--- config.mk ---
export PLATFORM = sky130hd
export DESIGN_NAME = ordinary_cell_descriptor_check_top_flat
export DESIGN_NICKNAME = d
export VERILOG_FILES = /design/src/rtl/core/occd_pkg.sv /design/src/rtl/core/occd_in_if.sv /design/src/rtl/core/occd_out_if.sv /design/src/rtl/core/ordinary_cell_descriptor_check_top.sv /design/src/rtl/core/occd_front.sv /design/src/rtl/core/occd_fifo.sv /design/src/rtl/core/occd_back.sv /design/src/flat_wrapper.sv
export SDC_FILE = /design/constraint.sdc
export NUM_CORES = 1
export LEC_CHECK = 0
export BUFFER_PORTS_ARGS = -buffer_cell sky130_fd_sc_hd__buf_2
export CAP_MARGIN = 20
export CORE_MARGIN = 4
export CORE_UTILIZATION = 54
export CTS_BUF_LIST = sky130_fd_sc_hd__clkbuf_16
export CTS_CLUSTER_SIZE = 24
export DETAILED_ROUTE_END_ITERATION = 10
export PLACE_DENSITY = 0.88
export SYNTH_ARGS = -nofsm -noshare
export SYNTH_HDL_FRONTEND = slang
export SYNTH_SLANG_ARGS = --single-unit
--- constraint.sdc ---
create_clock -name i_clk -period 4.05 [get_ports i_clk]
set_input_delay 0.81 -clock i_clk [delete_from_list [all_inputs] [get_ports i_clk]]
set_output_delay 0.81 -clock i_clk [all_outputs]
set_load 0.05 [all_outputs]
--- src/rtl/core/occd_pkg.sv ---
// Package with the shared types and constants of the ordinary cell descriptor check.
`default_nettype none
package occd_pkg;

    localparam int MAX_REFS          = 4;
    localparam int QUEUE_DEPTH_DEF   = 2;

    typedef enum logic [2:0] {
        ST_OK      = 3'd0,
        ST_HASHES  = 3'd1,
        ST_EXOTIC  = 3'd2,
        ST_REFS    = 3'd3,
        ST_BAD_REF = 3'd4
    } t_status;

    typedef enum logic [2:0] {
        PH_IDLE,
        PH_D2,
        PH_DATA,
        PH_REFS,
        PH_SKIP
    } t_phase;

    typedef struct packed {
        logic [7:0] cell_byte;
        logic       cell_start;
        logic [7:0] own_index;
        logic [7:0] total_cells;
    } t_in;

    typedef struct packed {
        t_status     status;
        logic [7:0]  cell_size;
        logic [7:0]  payload_bytes;
        logic [2:0]  ref_total;
        logic [2:0]  cell_level;
        logic [10:0] bit_length;
    } t_out;

    typedef struct packed {
        t_status    status;
        logic       full;
        logic [7:0] d1;
        logic [7:0] data_count;
        logic [6:0] last_pos;
        logic [2:0] last_tz;
        logic       any_nonzero;
    } t_result;

endpackage
`default_nettype wire

--- src/rtl/core/occd_in_if.sv ---
// Interface of the input byte channel.
`default_nettype none
interface occd_in_if
    import occd_pkg::*;
();
    logic valid;
    logic ready;
    t_in  payload;

    modport source (output valid, output payload, input ready);
    modport sink   (input valid, input payload, output ready);
endinterface
`default_nettype wire

--- src/rtl/core/occd_out_if.sv ---
// Interface of the result channel.
`default_nettype none
interface occd_out_if
    import occd_pkg::*;
();
    logic valid;
    logic ready;
    t_out payload;

    modport source (output valid, output payload, input ready);
    modport sink   (input valid, input payload, output ready);
endinterface
`default_nettype wire

--- src/rtl/core/ordinary_cell_descriptor_check_top.sv ---
// Ordinary cell descriptor check: top level with parser, record queue and formatter.
//
// The input channel i_in carries one byte of a serialized cell per transfer,
// with cell_start marking the first descriptor and the cell's index and the
// bag's cell count sampled on that byte. The output channel o_out carries one
// result per cell: status, cell size, data size, reference count, level and
// bit length. A result is sent at the end of a cell or at its first error;
// bytes after an error are dropped until the next cell start.
// The block takes one byte per cycle while the queue is not full. At the transfer
// of the byte that completes or fails the cell, the parser writes a record into
// the queue, and the formatter loads the output register from the queue head
// when that register is empty or its result is being taken by the receiver.
// When the receiver stalls, the output register holds its result and the
// queue keeps filling; input ready drops only when the queue of QUEUE_DEPTH
// records is full. Synchronous reset returns the parser to waiting for a cell
// start and empties the queue and the output register.
`default_nettype none
module ordinary_cell_descriptor_check_top
    import occd_pkg::*;
#(
    parameter int QUEUE_DEPTH = QUEUE_DEPTH_DEF
) (
    input  wire logic  i_clk,
    input  wire logic  i_rst_n,
    occd_in_if.sink    i_in,
    occd_out_if.source o_out
);

    logic    push;
    t_result push_data;
    logic    full;
    logic    pop;
    logic    nonempty;
    t_result head;

    occd_front u_front (
        .i_clk       (i_clk),
        .i_rst_n     (i_rst_n),
        .i_in        (i_in),
        .i_full      (full),
        .o_push      (push),
        .o_push_data (push_data)
    );

    occd_fifo #(
        .DEPTH (QUEUE_DEPTH)
    ) u_fifo (
        .i_clk       (i_clk),
        .i_rst_n     (i_rst_n),
        .i_push      (push),
        .i_push_data (push_data),
        .o_full      (full),
        .i_pop       (pop),
        .o_nonempty  (nonempty),
        .o_head      (head)
    );

    occd_back u_back (
        .i_clk      (i_clk),
        .i_rst_n    (i_rst_n),
        .i_nonempty (nonempty),
        .i_head     (head),
        .o_pop      (pop),
        .o_out      (o_out)
    );

endmodule
`default_nettype wire

--- src/rtl/core/occd_front.sv ---
// Front part: byte parser that tracks the cell layout and queues result records.
`default_nettype none
module occd_front
    import occd_pkg::*;
(
    input  wire logic    i_clk,
    input  wire logic    i_rst_n,
    occd_in_if.sink      i_in,
    input  wire logic    i_full,
    output logic         o_push,
    output t_result      o_push_data
);

    t_phase     r_phase, n_phase;
    logic [7:0] r_d1, n_d1;
    logic [7:0] r_data_count, n_data_count;
    logic [7:0] r_bytes_seen, n_bytes_seen;
    logic [2:0] r_refs_left, n_refs_left;
    logic [6:0] r_last_pos, n_last_pos;
    logic [2:0] r_last_tz, n_last_tz;
    logic       r_any_nz, n_any_nz;
    logic [7:0] r_held_index, n_held_index;
    logic [7:0] r_held_count, n_held_count;

    logic       accept;
    logic [7:0] b;
    logic       start;
    logic [7:0] d2_count;
    logic       data_last;
    logic       ref_bad;
    logic [2:0] refs_dec;
    logic       flag_err;

    function automatic logic [2:0] trailing_zeros(input logic [7:0] v);
        logic [2:0] n;
        n = 3'd7;
        for (int i = 6; i >= 0; i--) begin
            if (v[i]) begin
                n = 3'(i);
            end
        end
        return n;
    endfunction

    assign i_in.ready = !i_full;
    assign accept     = i_in.valid && !i_full;
    assign b          = i_in.payload.cell_byte;
    assign start      = i_in.payload.cell_start;
    assign d2_count   = {1'b0, b[7:1]} + {7'd0, b[0]};
    assign data_last  = (r_bytes_seen + 8'd1) >= r_data_count;
    assign ref_bad    = !((b <= r_held_count) && (b > r_held_index));
    assign refs_dec   = r_refs_left - 3'd1;
    assign flag_err   = b[4] || b[3] || ({5'd0, b[2:0]} > 8'(MAX_REFS));

    always_comb begin
        n_phase = r_phase;
        if (accept) begin
            if (start) begin
                n_phase = flag_err ? PH_SKIP : PH_D2;
            end else begin
                case (r_phase)
                    PH_D2: begin
                        if (d2_count != 8'd0) begin
                            n_phase = PH_DATA;
                        end else if (r_refs_left != 3'd0) begin
                            n_phase = PH_REFS;
                        end else begin
                            n_phase = PH_IDLE;
                        end
                    end
                    PH_DATA: begin
                        if (data_last) begin
                            n_phase = (r_refs_left != 3'd0) ? PH_REFS : PH_IDLE;
                        end
                    end
                    PH_REFS: begin
                        if (ref_bad) begin
                            n_phase = PH_SKIP;
                        end else if (refs_dec == 3'd0) begin
                            n_phase = PH_IDLE;
                        end
                    end
                    default: n_phase = r_phase;
                endcase
            end
        end
    end

    always_comb begin
        n_d1         = r_d1;
        n_data_count = r_data_count;
        n_bytes_seen = r_bytes_seen;
        n_refs_left  = r_refs_left;
        n_last_pos   = r_last_pos;
        n_last_tz    = r_last_tz;
        n_any_nz     = r_any_nz;
        n_held_index = r_held_index;
        n_held_count = r_held_count;
        if (accept) begin
            if (start) begin
                n_d1         = b;
                n_held_index = i_in.payload.own_index;
                n_held_count = i_in.payload.total_cells;
                n_data_count = 8'd0;
                n_bytes_seen = 8'd0;
                n_refs_left  = b[2:0];
                n_last_pos   = 7'd0;
                n_last_tz    = 3'd0;
                n_any_nz     = 1'b0;
            end else begin
                case (r_phase)
                    PH_D2: n_data_count = d2_count;
                    PH_DATA: begin
                        if (b != 8'd0) begin
                            n_any_nz   = 1'b1;
                            n_last_pos = r_bytes_seen[6:0];
                            n_last_tz  = trailing_zeros(b);
                        end
                        n_bytes_seen = r_bytes_seen + 8'd1;
                    end
                    PH_REFS: begin
                        if (!ref_bad) begin
                            n_refs_left = refs_dec;
                        end
                    end
                    default: n_d1 = r_d1;
                endcase
            end
        end
    end

    always_comb begin
        o_push                  = 1'b0;
        o_push_data.status      = ST_OK;
        o_push_data.full        = 1'b1;
        o_push_data.d1          = n_d1;
        o_push_data.data_count  = n_data_count;
        o_push_data.last_pos    = n_last_pos;
        o_push_data.last_tz     = n_last_tz;
        o_push_data.any_nonzero = n_any_nz;
        if (accept) begin
            if (start) begin
                o_push           = flag_err;
                o_push_data.full = 1'b0;
                if (b[4]) begin
                    o_push_data.status = ST_HASHES;
                end else if (b[3]) begin
                    o_push_data.status = ST_EXOTIC;
                end else begin
                    o_push_data.status = ST_REFS;
                end
            end else begin
                case (r_phase)
                    PH_D2:   o_push = (d2_count == 8'd0) && (r_refs_left == 3'd0);
                    PH_DATA: o_push = data_last && (r_refs_left == 3'd0);
                    PH_REFS: begin
                        o_push = ref_bad || (refs_dec == 3'd0);
                        if (ref_bad) begin
                            o_push_data.status = ST_BAD_REF;
                        end
                    end
                    default: o_push = 1'b0;
                endcase
            end
        end
    end

    always_ff @(posedge i_clk) begin
        if (!i_rst_n) begin
            r_phase      <= PH_IDLE;
            r_d1         <= 8'd0;
            r_data_count <= 8'd0;
            r_bytes_seen <= 8'd0;
            r_refs_left  <= 3'd0;
            r_last_pos   <= 7'd0;
            r_last_tz    <= 3'd0;
            r_any_nz     <= 1'b0;
            r_held_index <= 8'd0;
            r_held_count <= 8'd0;
        end else begin
            r_phase      <= n_phase;
            r_d1         <= n_d1;
            r_data_count <= n_data_count;
            r_bytes_seen <= n_bytes_seen;
            r_refs_left  <= n_refs_left;
            r_last_pos   <= n_last_pos;
            r_last_tz    <= n_last_tz;
            r_any_nz     <= n_any_nz;
            r_held_index <= n_held_index;
            r_held_count <= n_held_count;
        end
    end

endmodule
`default_nettype wire

--- src/rtl/core/occd_fifo.sv ---
// Short record queue between the parser and the result formatter.
`default_nettype none
module occd_fifo
    import occd_pkg::*;
#(
    parameter int DEPTH = QUEUE_DEPTH_DEF
) (
    input  wire logic    i_clk,
    input  wire logic    i_rst_n,
    input  wire logic    i_push,
    input  wire t_result i_push_data,
    output logic         o_full,
    input  wire logic    i_pop,
    output logic         o_nonempty,
    output t_result      o_head
);

    localparam int PW = (DEPTH > 1) ? $clog2(DEPTH) : 1;
    localparam int CW = $clog2(DEPTH + 1);

    t_result        r_mem [DEPTH];
    logic [PW-1:0]  r_wr, n_wr;
    logic [PW-1:0]  r_rd, n_rd;
    logic [CW-1:0]  r_count, n_count;

    assign o_full     = (r_count == CW'(DEPTH));
    assign o_nonempty = (r_count != CW'(0));
    assign o_head     = r_mem[r_rd];

    always_comb begin
        n_wr    = r_wr;
        n_rd    = r_rd;
        n_count = r_count;
        if (i_push) begin
            n_wr = (r_wr == PW'(DEPTH - 1)) ? PW'(0) : r_wr + PW'(1);
        end
        if (i_pop) begin
            n_rd = (r_rd == PW'(DEPTH - 1)) ? PW'(0) : r_rd + PW'(1);
        end
        if (i_push && !i_pop) begin
            n_count = r_count + CW'(1);
        end else if (!i_push && i_pop) begin
            n_count = r_count - CW'(1);
        end
    end

    always_ff @(posedge i_clk) begin
        if (!i_rst_n) begin
            r_wr    <= '0;
            r_rd    <= '0;
            r_count <= '0;
        end else begin
            r_wr    <= n_wr;
            r_rd    <= n_rd;
            r_count <= n_count;
        end
    end

    always_ff @(posedge i_clk) begin
        if (i_push) begin
            r_mem[r_wr] <= i_push_data;
        end
    end

endmodule
`default_nettype wire

--- src/rtl/core/occd_back.sv ---
// Back part: turns queued records into result fields and holds the output register.
`default_nettype none
module occd_back
    import occd_pkg::*;
(
    input  wire logic    i_clk,
    input  wire logic    i_rst_n,
    input  wire logic    i_nonempty,
    input  wire t_result i_head,
    output logic         o_pop,
    occd_out_if.source   o_out
);

    logic        r_valid;
    t_out        r_out, n_out;
    logic [7:0]  pos_next;
    logic [10:0] len_full;

    assign o_pop       = i_nonempty && (!r_valid || o_out.ready);
    assign o_out.valid = r_valid;
    assign o_out.payload = r_out;
    assign pos_next    = {1'b0, i_head.last_pos} + 8'd1;

    always_comb begin
        if (!i_head.d1[0]) begin
            len_full = {i_head.data_count, 3'b000};
        end else if (!i_head.any_nonzero) begin
            len_full = 11'd0;
        end else begin
            len_full = {pos_next, 3'b000} - ({8'd0, i_head.last_tz} + 11'd1);
        end
    end

    always_comb begin
        n_out.status        = i_head.status;
        n_out.ref_total     = i_head.d1[2:0];
        n_out.cell_level    = i_head.d1[7:5];
        n_out.cell_size     = 8'd0;
        n_out.payload_bytes = 8'd0;
        n_out.bit_length    = 11'd0;
        if (i_head.full) begin
            n_out.cell_size     = 8'd2 + i_head.data_count + {5'd0, i_head.d1[2:0]};
            n_out.payload_bytes = i_head.data_count;
            n_out.bit_length    = len_full;
        end
    end

    always_ff @(posedge i_clk) begin
        if (!i_rst_n) begin
            r_valid <= 1'b0;
        end else if (o_pop) begin
            r_valid <= 1'b1;
        end else if (o_out.ready) begin
            r_valid <= 1'b0;
        end
    end

    always_ff @(posedge i_clk) begin
        if (o_pop) begin
            r_out <= n_out;
        end
    end

endmodule
`default_nettype wire

--- src/flat_wrapper.sv ---
// flat-port wrapper written by rule: the top's interface ports become plain ports
module ordinary_cell_descriptor_check_top_flat import occd_pkg::*;
#(
    parameter int QUEUE_DEPTH = QUEUE_DEPTH_DEF
)
  (i_clk, i_rst_n, i_in_valid, i_in_payload, i_in_ready, o_out_valid, o_out_payload, o_out_ready);
  occd_in_if i_in_i ();
  occd_out_if o_out_i ();
  input  wire logic i_clk;
  input  wire logic i_rst_n;
  input wire logic [$bits(i_in_i.valid)-1:0] i_in_valid;
  input wire logic [$bits(i_in_i.payload)-1:0] i_in_payload;
  output wire logic [$bits(i_in_i.ready)-1:0] i_in_ready;
  output wire logic [$bits(o_out_i.valid)-1:0] o_out_valid;
  output wire logic [$bits(o_out_i.payload)-1:0] o_out_payload;
  input wire logic [$bits(o_out_i.ready)-1:0] o_out_ready;
  assign i_in_i.valid = i_in_valid;
  assign i_in_i.payload = i_in_payload;
  assign i_in_ready = i_in_i.ready;
  assign o_out_valid = o_out_i.valid;
  assign o_out_payload = o_out_i.payload;
  assign o_out_i.ready = o_out_ready;
  ordinary_cell_descriptor_check_top #(.QUEUE_DEPTH(QUEUE_DEPTH)) u_core (.i_clk(i_clk), .i_rst_n(i_rst_n), .i_in(i_in_i), .o_out(o_out_i));
endmodule
* Yosys cells after proc, flatten, opt, wreduce, memory -nomap -nowiden *
Memory sizes are Yosys's and may differ from the RTL's. A register that Yosys moved wholly into a read port is not among the register bits.
Index checks and enable logic that the tools add are counted.

word-level totals
  register bits after elaboration = 98
  latch bits = 0
  memory bits (writable) = 62
  bits in read-only memories = 0
  input port bits = 29
  output and inout port bits = 38
  logic and storage cells = 137
  memories kept = 1

memories
  name                 words  width  rd ports  clocked after Yosys merged registers in  wr ports  RTL line         RTL
  u_core.u_fifo.r_mem  2      31     1         1                                        1         occd_fifo.sv:21  t_result r_mem [DEPTH];

operators by class
  add/sub/neg operators = 12
  $mul = 0
  divide/modulo/power cells = 0
  magnitude comparators = 4
  equality and inequality tests = 6
  shift operators = 0
  muxes and demuxes = 59
  bitwise logic cells = 0
  reductions and logical operators = 34

operator list
  kind                   number
  $mux W3                21
  $mux W8                7
  $mux W7                4
  $mux W11               2
  $mux W1                17
  $reduce_bool A8 Y1     2
  $reduce_bool A2 Y1     6
  $sub A11 B4 Y11        1
  $mux W2                5
  $pmux W3 S3            1
  $add A2 B8 Y8 const A  1
  $add A7 B1 Y8          1
  $add A7 B1 Y8 const B  1
  $add A8 B1 Y8 const B  1
  $add A8 B3 Y8          1
  $ge A8 B8 Y1           1
  $gt A8 B8 Y1           1
  $le A8 B8 Y1           1
  $logic_not A8 Y1       1
  $logic_and A1 B1 Y1    7
  $eq A3 B2 Y1 const B   2
  $logic_not A3 Y1       2
  $reduce_and A3 Y1      2
  $logic_not A1 Y1       5
  other kinds (17)       22

* Logic depth before layout (Yosys ltp) *
  word-level depth = 11
  mapped depth = 15
  gate-level depth less buffers = 13

* Cells and area by module *
Synthesis repeated with hierarchy kept, for this count alone.

second synthesis, totals
  cell total of the unflattened synthesis = 695
  area, all modules = 7686.1 um^2

by module, submodules not included
  module      times used  cells each  area each (um^2)  seq. area each (um^2)
  occd_front  1           430         3349.5            1141.1
  occd_fifo   1           118         2447.3            1961.9
  occd_back   1           147         1889.3            1101.1

* Worst setup path after synthesis *
Ideal clock, no wire load.

  path type = in2reg
  from = in i_in_payload[18]
  to = mem u_core.u_fifo.r_mem[0][0] in the netlist's numbering, enable pin
  library setup time = 0.418 ns
  arrival = 3.483 ns
  data required time = 3.632 ns
  slack = 0.149 ns
  stages on the path = 8
  path buffers = 0
  path through = ha_1 > nor2b_1 > o211ai_1 > a21oi_1 > a211oi_2 > o311ai_2 > o31ai_4 > nor2b_1

between the ends
  word-level cells in the longest chain between the ends = 9
  elaborated cells between the ends (all ways) = 15
  classes of those cells = 1 x add/sub; 3 x order compare; 5 x mux; 6 x reduce/logical

RTL lines
  element                                                RTL line                                  RTL
  from (decl)                                            flat_wrapper.sv:12                        input wire logic [$bits(i_in_i.payload)-1:0] i_in_payload;
  branches (longest 5 deep; another with $add A7 B1 Y8)  n/a
  $mux W1 (*)                                            occd_front.sv:142                         if (start) begin
  $mux W1 (*)                                            occd_front.sv:141                         if (accept) begin
  named net u_core.push                                  ordinary_cell_descriptor_check_top.sv:29  logic push;
  $mux W1 (*)                                            occd_fifo.sv:60                           if (i_push) begin
  $mux W1 (implied by the code) (*)                      occd_fifo.sv:61                           r_mem[r_wr] <= i_push_data;
  to (decl)                                              occd_fifo.sv:21

Mark *: on every way through the listed nets, which the timed path passes.

* Worst setup path after layout *
  from = reg u_core.u_front.r_bytes_seen[0]
  to = reg u_core.u_fifo.r_count[1]

between the ends
  word-level cells in the longest chain between the ends = 9
  elaborated cells between the ends (all ways) = 11
  classes of those cells = 1 x add/sub; 1 x order compare; 4 x mux; 5 x reduce/logical

RTL lines
  element                              RTL line                                  RTL
  from (decl)                          occd_front.sv:17                          logic [7:0] r_bytes_seen, n_bytes_seen;
  from (signal assigned)               occd_front.sv:184                         r_bytes_seen <= n_bytes_seen;
  $add A8 B1 Y8 (*)                    occd_front.sv:50                          assign data_last = (r_bytes_seen + 8'd1) >= r_data_count;
  $ge A8 B8 Y1 (*)                     occd_front.sv:50
  $logic_and A1 B1 Y1 (*)              occd_front.sv:155                         PH_DATA: o_push = data_last && (r_refs_left == 3'd0);
  $pmux W1 S3 (*)                      occd_front.sv:153                         case (r_phase)
  $mux W1 (*)                          occd_front.sv:142
  $mux W1 (*)                          occd_front.sv:141
  named net u_core.push                ordinary_cell_descriptor_check_top.sv:29
  $logic_not A1 Y1                     occd_fifo.sv:42                           end else if (!i_push && i_pop) begin
  $logic_and A1 B1 Y1                  occd_fifo.sv:42
  $reduce_bool A2 Y1 (no source line)  n/a
  to (signal assigned)                 occd_fifo.sv:55                           r_count <= n_count;
  to (decl)                            occd_fifo.sv:24                           logic [CW-1:0] r_count, n_count;

The timed path passes the listed nets; every way through them passes the cells marked *.
A chain may end at the register's enable or synchronous reset.

==> metrics.csv <==
stage,metric,value,unit
outcome,status,completed,
worst_setup_path,critical path class,register to register,
worst_setup_path,crit-path cells,ha_1 > nand3_1 > xnor2_1 > ha_1 > a2111oi_0 > o21ai_1 > a41oi_1 > o31ai_4 > ha_1 > or3_1 > a21oi_1,
worst_setup_path,CP Launch Type,register,
power,Leakage,0.00332,uW
detailed_routing,Initial DRC Count,420,
place,GP Congestion,0.905,
clock_tree,# resized after CTS,0,
yosys,"EDFF count, synth",94,
yosys,most frequent cells after synthesis,"edfxtp_1 (94), nor2_1 (84), nand2_1 (70), dfxtp_1 (61), a21oi_1 (49)",
worst_setup_path,Required @ worst endpoint,4.39,ns
cells_and_area,share of cells above drive strength 1,0.180,
detailed_routing,via count,5261,
grt,GRT overflow,0,
power,Max IR drop VDD,230,uV
yosys,Netlist Area Pre-Place,0.00740,mm^2
worst_setup_path,Worst Setup SP,u_core.u_front.r_bytes_seen[0],
yosys,post-synth net total,758,
clock_tree,CTS tree,built,
clock_tree,Clock Pin Slew Worst Setup and Hold Paths,0.06,ns
worst_setup_path,RR Endpoint,u_core.u_fifo.r_count[1],
die,Top Ports,67,
clock_tree,root buf cell,clkbuf_16,
place,pre-CTS worst setup slack,0.534,ns
cells_and_area,diode count,0,
worst_setup_path,cell repeated most along the worst path,ha_1,
yosys,"flops & latches, synth",155,
grt,first-pass GRT wire length,24700,um
yosys,Synth area leader,edfxtp_1,
sta,FMAX,0.298,GHz
worst_setup_path,"Arr. time, crit path",3.70,ns
sta,Final Hold Viols,0,
worst_setup_path,Critical Path Fanout Max,6,
grt,GRT Util Overall,0.195,
detailed_routing,drt total wl,14900,um
sta,# setup viols final,0,
cells_and_area,Final nets,823,
detailed_routing,drt pass-1 iters,5,
yosys,Synth top area share,0.381,
yosys,largest cells by area after synthesis,"edfxtp_1 (38%), dfxtp_1 (16%), ha_1 (6.6%), nor2_1 (4.3%), mux2i_1 (3.9%)",
clock_tree,clk buf depth,2,
worst_setup_path,endpoint type of the worst setup path,register,
place,Post-DP HPWL,10300,um
sta,WHS,0.454,ns
clock_tree,CTS Hold Bufs,0,
yosys,synthesized instance count,689,
clock_tree,post-CTS setup buffers,0,
place,# placed instances,911,
yosys,top-count cell post-synth,edfxtp_1,
yosys,sequential fraction of the synthesis area,0.546,
clock_tree,CTS buffer count,17,
worst_setup_path,largest delay contributor family on the critical path,compound AO/OA/AOI/OAI gates,
worst_setup_path,crit path buf inv count,0,
grt,largest net degree at the start of global routing,43,
cells_and_area,fin cells,943,
min_path,Hold Crit Class,register to register,
sta,Final period util,0.828,
die,initial core utilization,0.555,
die,Die X,125,um
cells_and_area,Synth-to-Final Area Change,14.2,%
detailed_routing,vias per cell,5.58,
detailed_routing,DR WL/cell,15.8,um
job,max capacitance violation total,0,
sta,clk_skew,0.00493,ns
worst_setup_path,worst r2r path cells,11,
detailed_routing,Antenna Nets Post-Route,0,
min_path,Worst Hold Path EP,u_core.u_front.r_held_count[1],
sta,unrepaired setup endpoints after global routing,no,
sta,worst setup margin,0.696,ns
min_path,Hold Path Depth,2,
yosys,Async SR Flop Fraction,0,
sta,Final Max Slew Viols,0,
yosys,"Distinct cells, synth",62,
min_path,hold path start,u_core.u_front.r_held_count[1],
sta,Period minus WS final,3.35,ns
detailed_routing,# DRC,0,
die,Placeable Area,0.0133,mm^2
yosys,Post-synth top flop,edfxtp_1,
grt,initial antenna violation count,0,
yosys,yosys warns,0,
sta,Setup TNS,0,ns
power,Pwr Total,5340,uW
power,P per Cell Area,631,mW/mm^2
clock_tree,Sink Count,155,
die,DIE AREA,0.0156,mm^2
place,IO Port Bufs,66,
sta,Slew headroom,0.463,
die,die height,125,um
yosys,Syn Area/Cell,10.7,um^2
worst_setup_path,FF-to-FF setup slack,0.70,ns
clock_tree,H-Tree Level Count,4,
worst_setup_path,Slowest cell on crit path,a41oi_1,
clock_tree,clock latency at the later pin of the worst-skew pair,0.42,ns
die,FP Rows,42,
worst_setup_path,worst reg2reg startpoint,u_core.u_front.r_bytes_seen[0],
sta,actual slew at the worst max-slew pin,0.805,ns
worst_setup_path,crit-path max cell delay,0.51,ns
grt,vias in the first global route,5179,
==> cell families after synthesis <==
group / Yosys count / share of synthesized area
compound gates: 111 / 0.101
xor+xnor: 32 / 0.0379
fa+ha+maj: 40 / 0.0686
buf+inv: 72 / 0.0409
flops: 155 / 0.546
mux: 38 / 0.0532
simple gates: 241 / 0.153
==> cells in the final DEF, fill, tap and decap left out, types with 3 or more instances in the layout <==
master	Yosys	routed
nor3_1	11	11
mux2_2	8	8
nand3_1	12	12
a21oi_1	49	49
buf_2	11	66
a211oi_1	6	6
or3_1	3	3
a22oi_1	4	4
o21ai_0	10	10
clkinv_1	0	3
and2_1	11	11
clkinv_2	0	6
nand2_1	70	70
ha_1	39	39
dfxtp_1	61	61
nand2b_1	7	7
xor2_1	15	15
a211oi_2	5	5
a21o_1	3	3
mux2i_1	29	29
nand4_1	5	5
clkbuf_16	0	17
or2_2	3	3
nor2_1	84	83
o22ai_1	7	7
nor2b_1	14	13
inv_1	43	43
xnor2_1	17	17
a211o_1	4	4
nor4_1	3	3
nand3b_1	3	3
buf_4	1	9
a31oi_1	3	3
clkinvlp_4	0	3
edfxtp_1	94	94
nor3b_1	3	3
==> tightest hold or removal path: stages (launching register included) <==
cell and delay (ns):
dfxtp_1 0.31, nand2_1 0.05, a21oi_1 0.05
==> where the power goes <==
| group | total [uW] | switching, uW | internal [uW] | leakage [uW] |
|---|---|---|---|---|
| Clock | 1480 | 593 | 891 | 0.000270 |
| Sequential | 2110 | 89.9 | 2020 | 0.00138 |
| Combinational | 1740 | 1270 | 465 | 0.00166 |
==> registers in the layout, summed over array words and instances (netlist names), 3 cells and up, named ones only <==
signal,count
u_core.u_front.r_last_pos,7
u_core.u_front.r_held_count,8
u_core.u_front.r_phase,3
u_core.u_front.r_refs_left,3
u_core.u_front.r_held_index,8
u_core.u_front.r_data_count,8
u_core.u_fifo.r_mem,58
u_core.u_front.r_bytes_seen,8
u_core.u_front.r_d1,6
u_core.u_back.o_out.payload,36
u_core.u_front.r_last_tz,3
==> how the worst max path moves through the flow <==
stage | to | slack, ns | depth (start not counted)
final | u_core.u_fifo.r_count[1] | 0.70 | 11
after global routing | u_core.u_fifo.r_count[1] | 0.38 | 11
after CTS | u_core.u_fifo.r_count[1] | 0.69 | 11
after detailed placement | u_core.u_fifo.r_count[1] | 0.53 | 11
after global placement | u_core.u_fifo.r_count[1] | 0.62 | 11
after floorplan | u_core.u_fifo.r_mem[0][0] | 0.15 | 8
==> area by class of cell <==
class | instances | area, um^2
Clock buffer | 17 | 425
Fill cell | 1017 | 4890
Sequential cell | 155 | 4040
Inverter | 43 | 161
Multi-Input combinational cell | 462 | 3070
Clock inverter | 15 | 133
Tap cell | 176 | 220
Timing Repair Buffer | 75 | 398
==> layer usage <==
| metal | track usage | share of wire | wire length (um) | up-vias |
|---|---|---|---|---|
| li1 | - | - | - | 2555 |
| met1 | 0.238 | 0.42 | 6250 | 2484 |
| met2 | 0.330 | 0.49 | 7290 | 182 |
| met3 | 0.0486 | 0.062 | 918 | 40 |
| met4 | 0.0861 | 0.029 | 433 | 0 |
| met5 | 0 | 0 | 0 | - |
==> metrics by stage <==
step,instance area [um^2],utilization
floorplan,7400,-
global placement,7900,0.591
detailed placement,7900,0.591
CTS,8450,0.633
global route,8450,0.633
finish,8450,0.633
No activity file was read; power rests on OpenSTA's default activity.
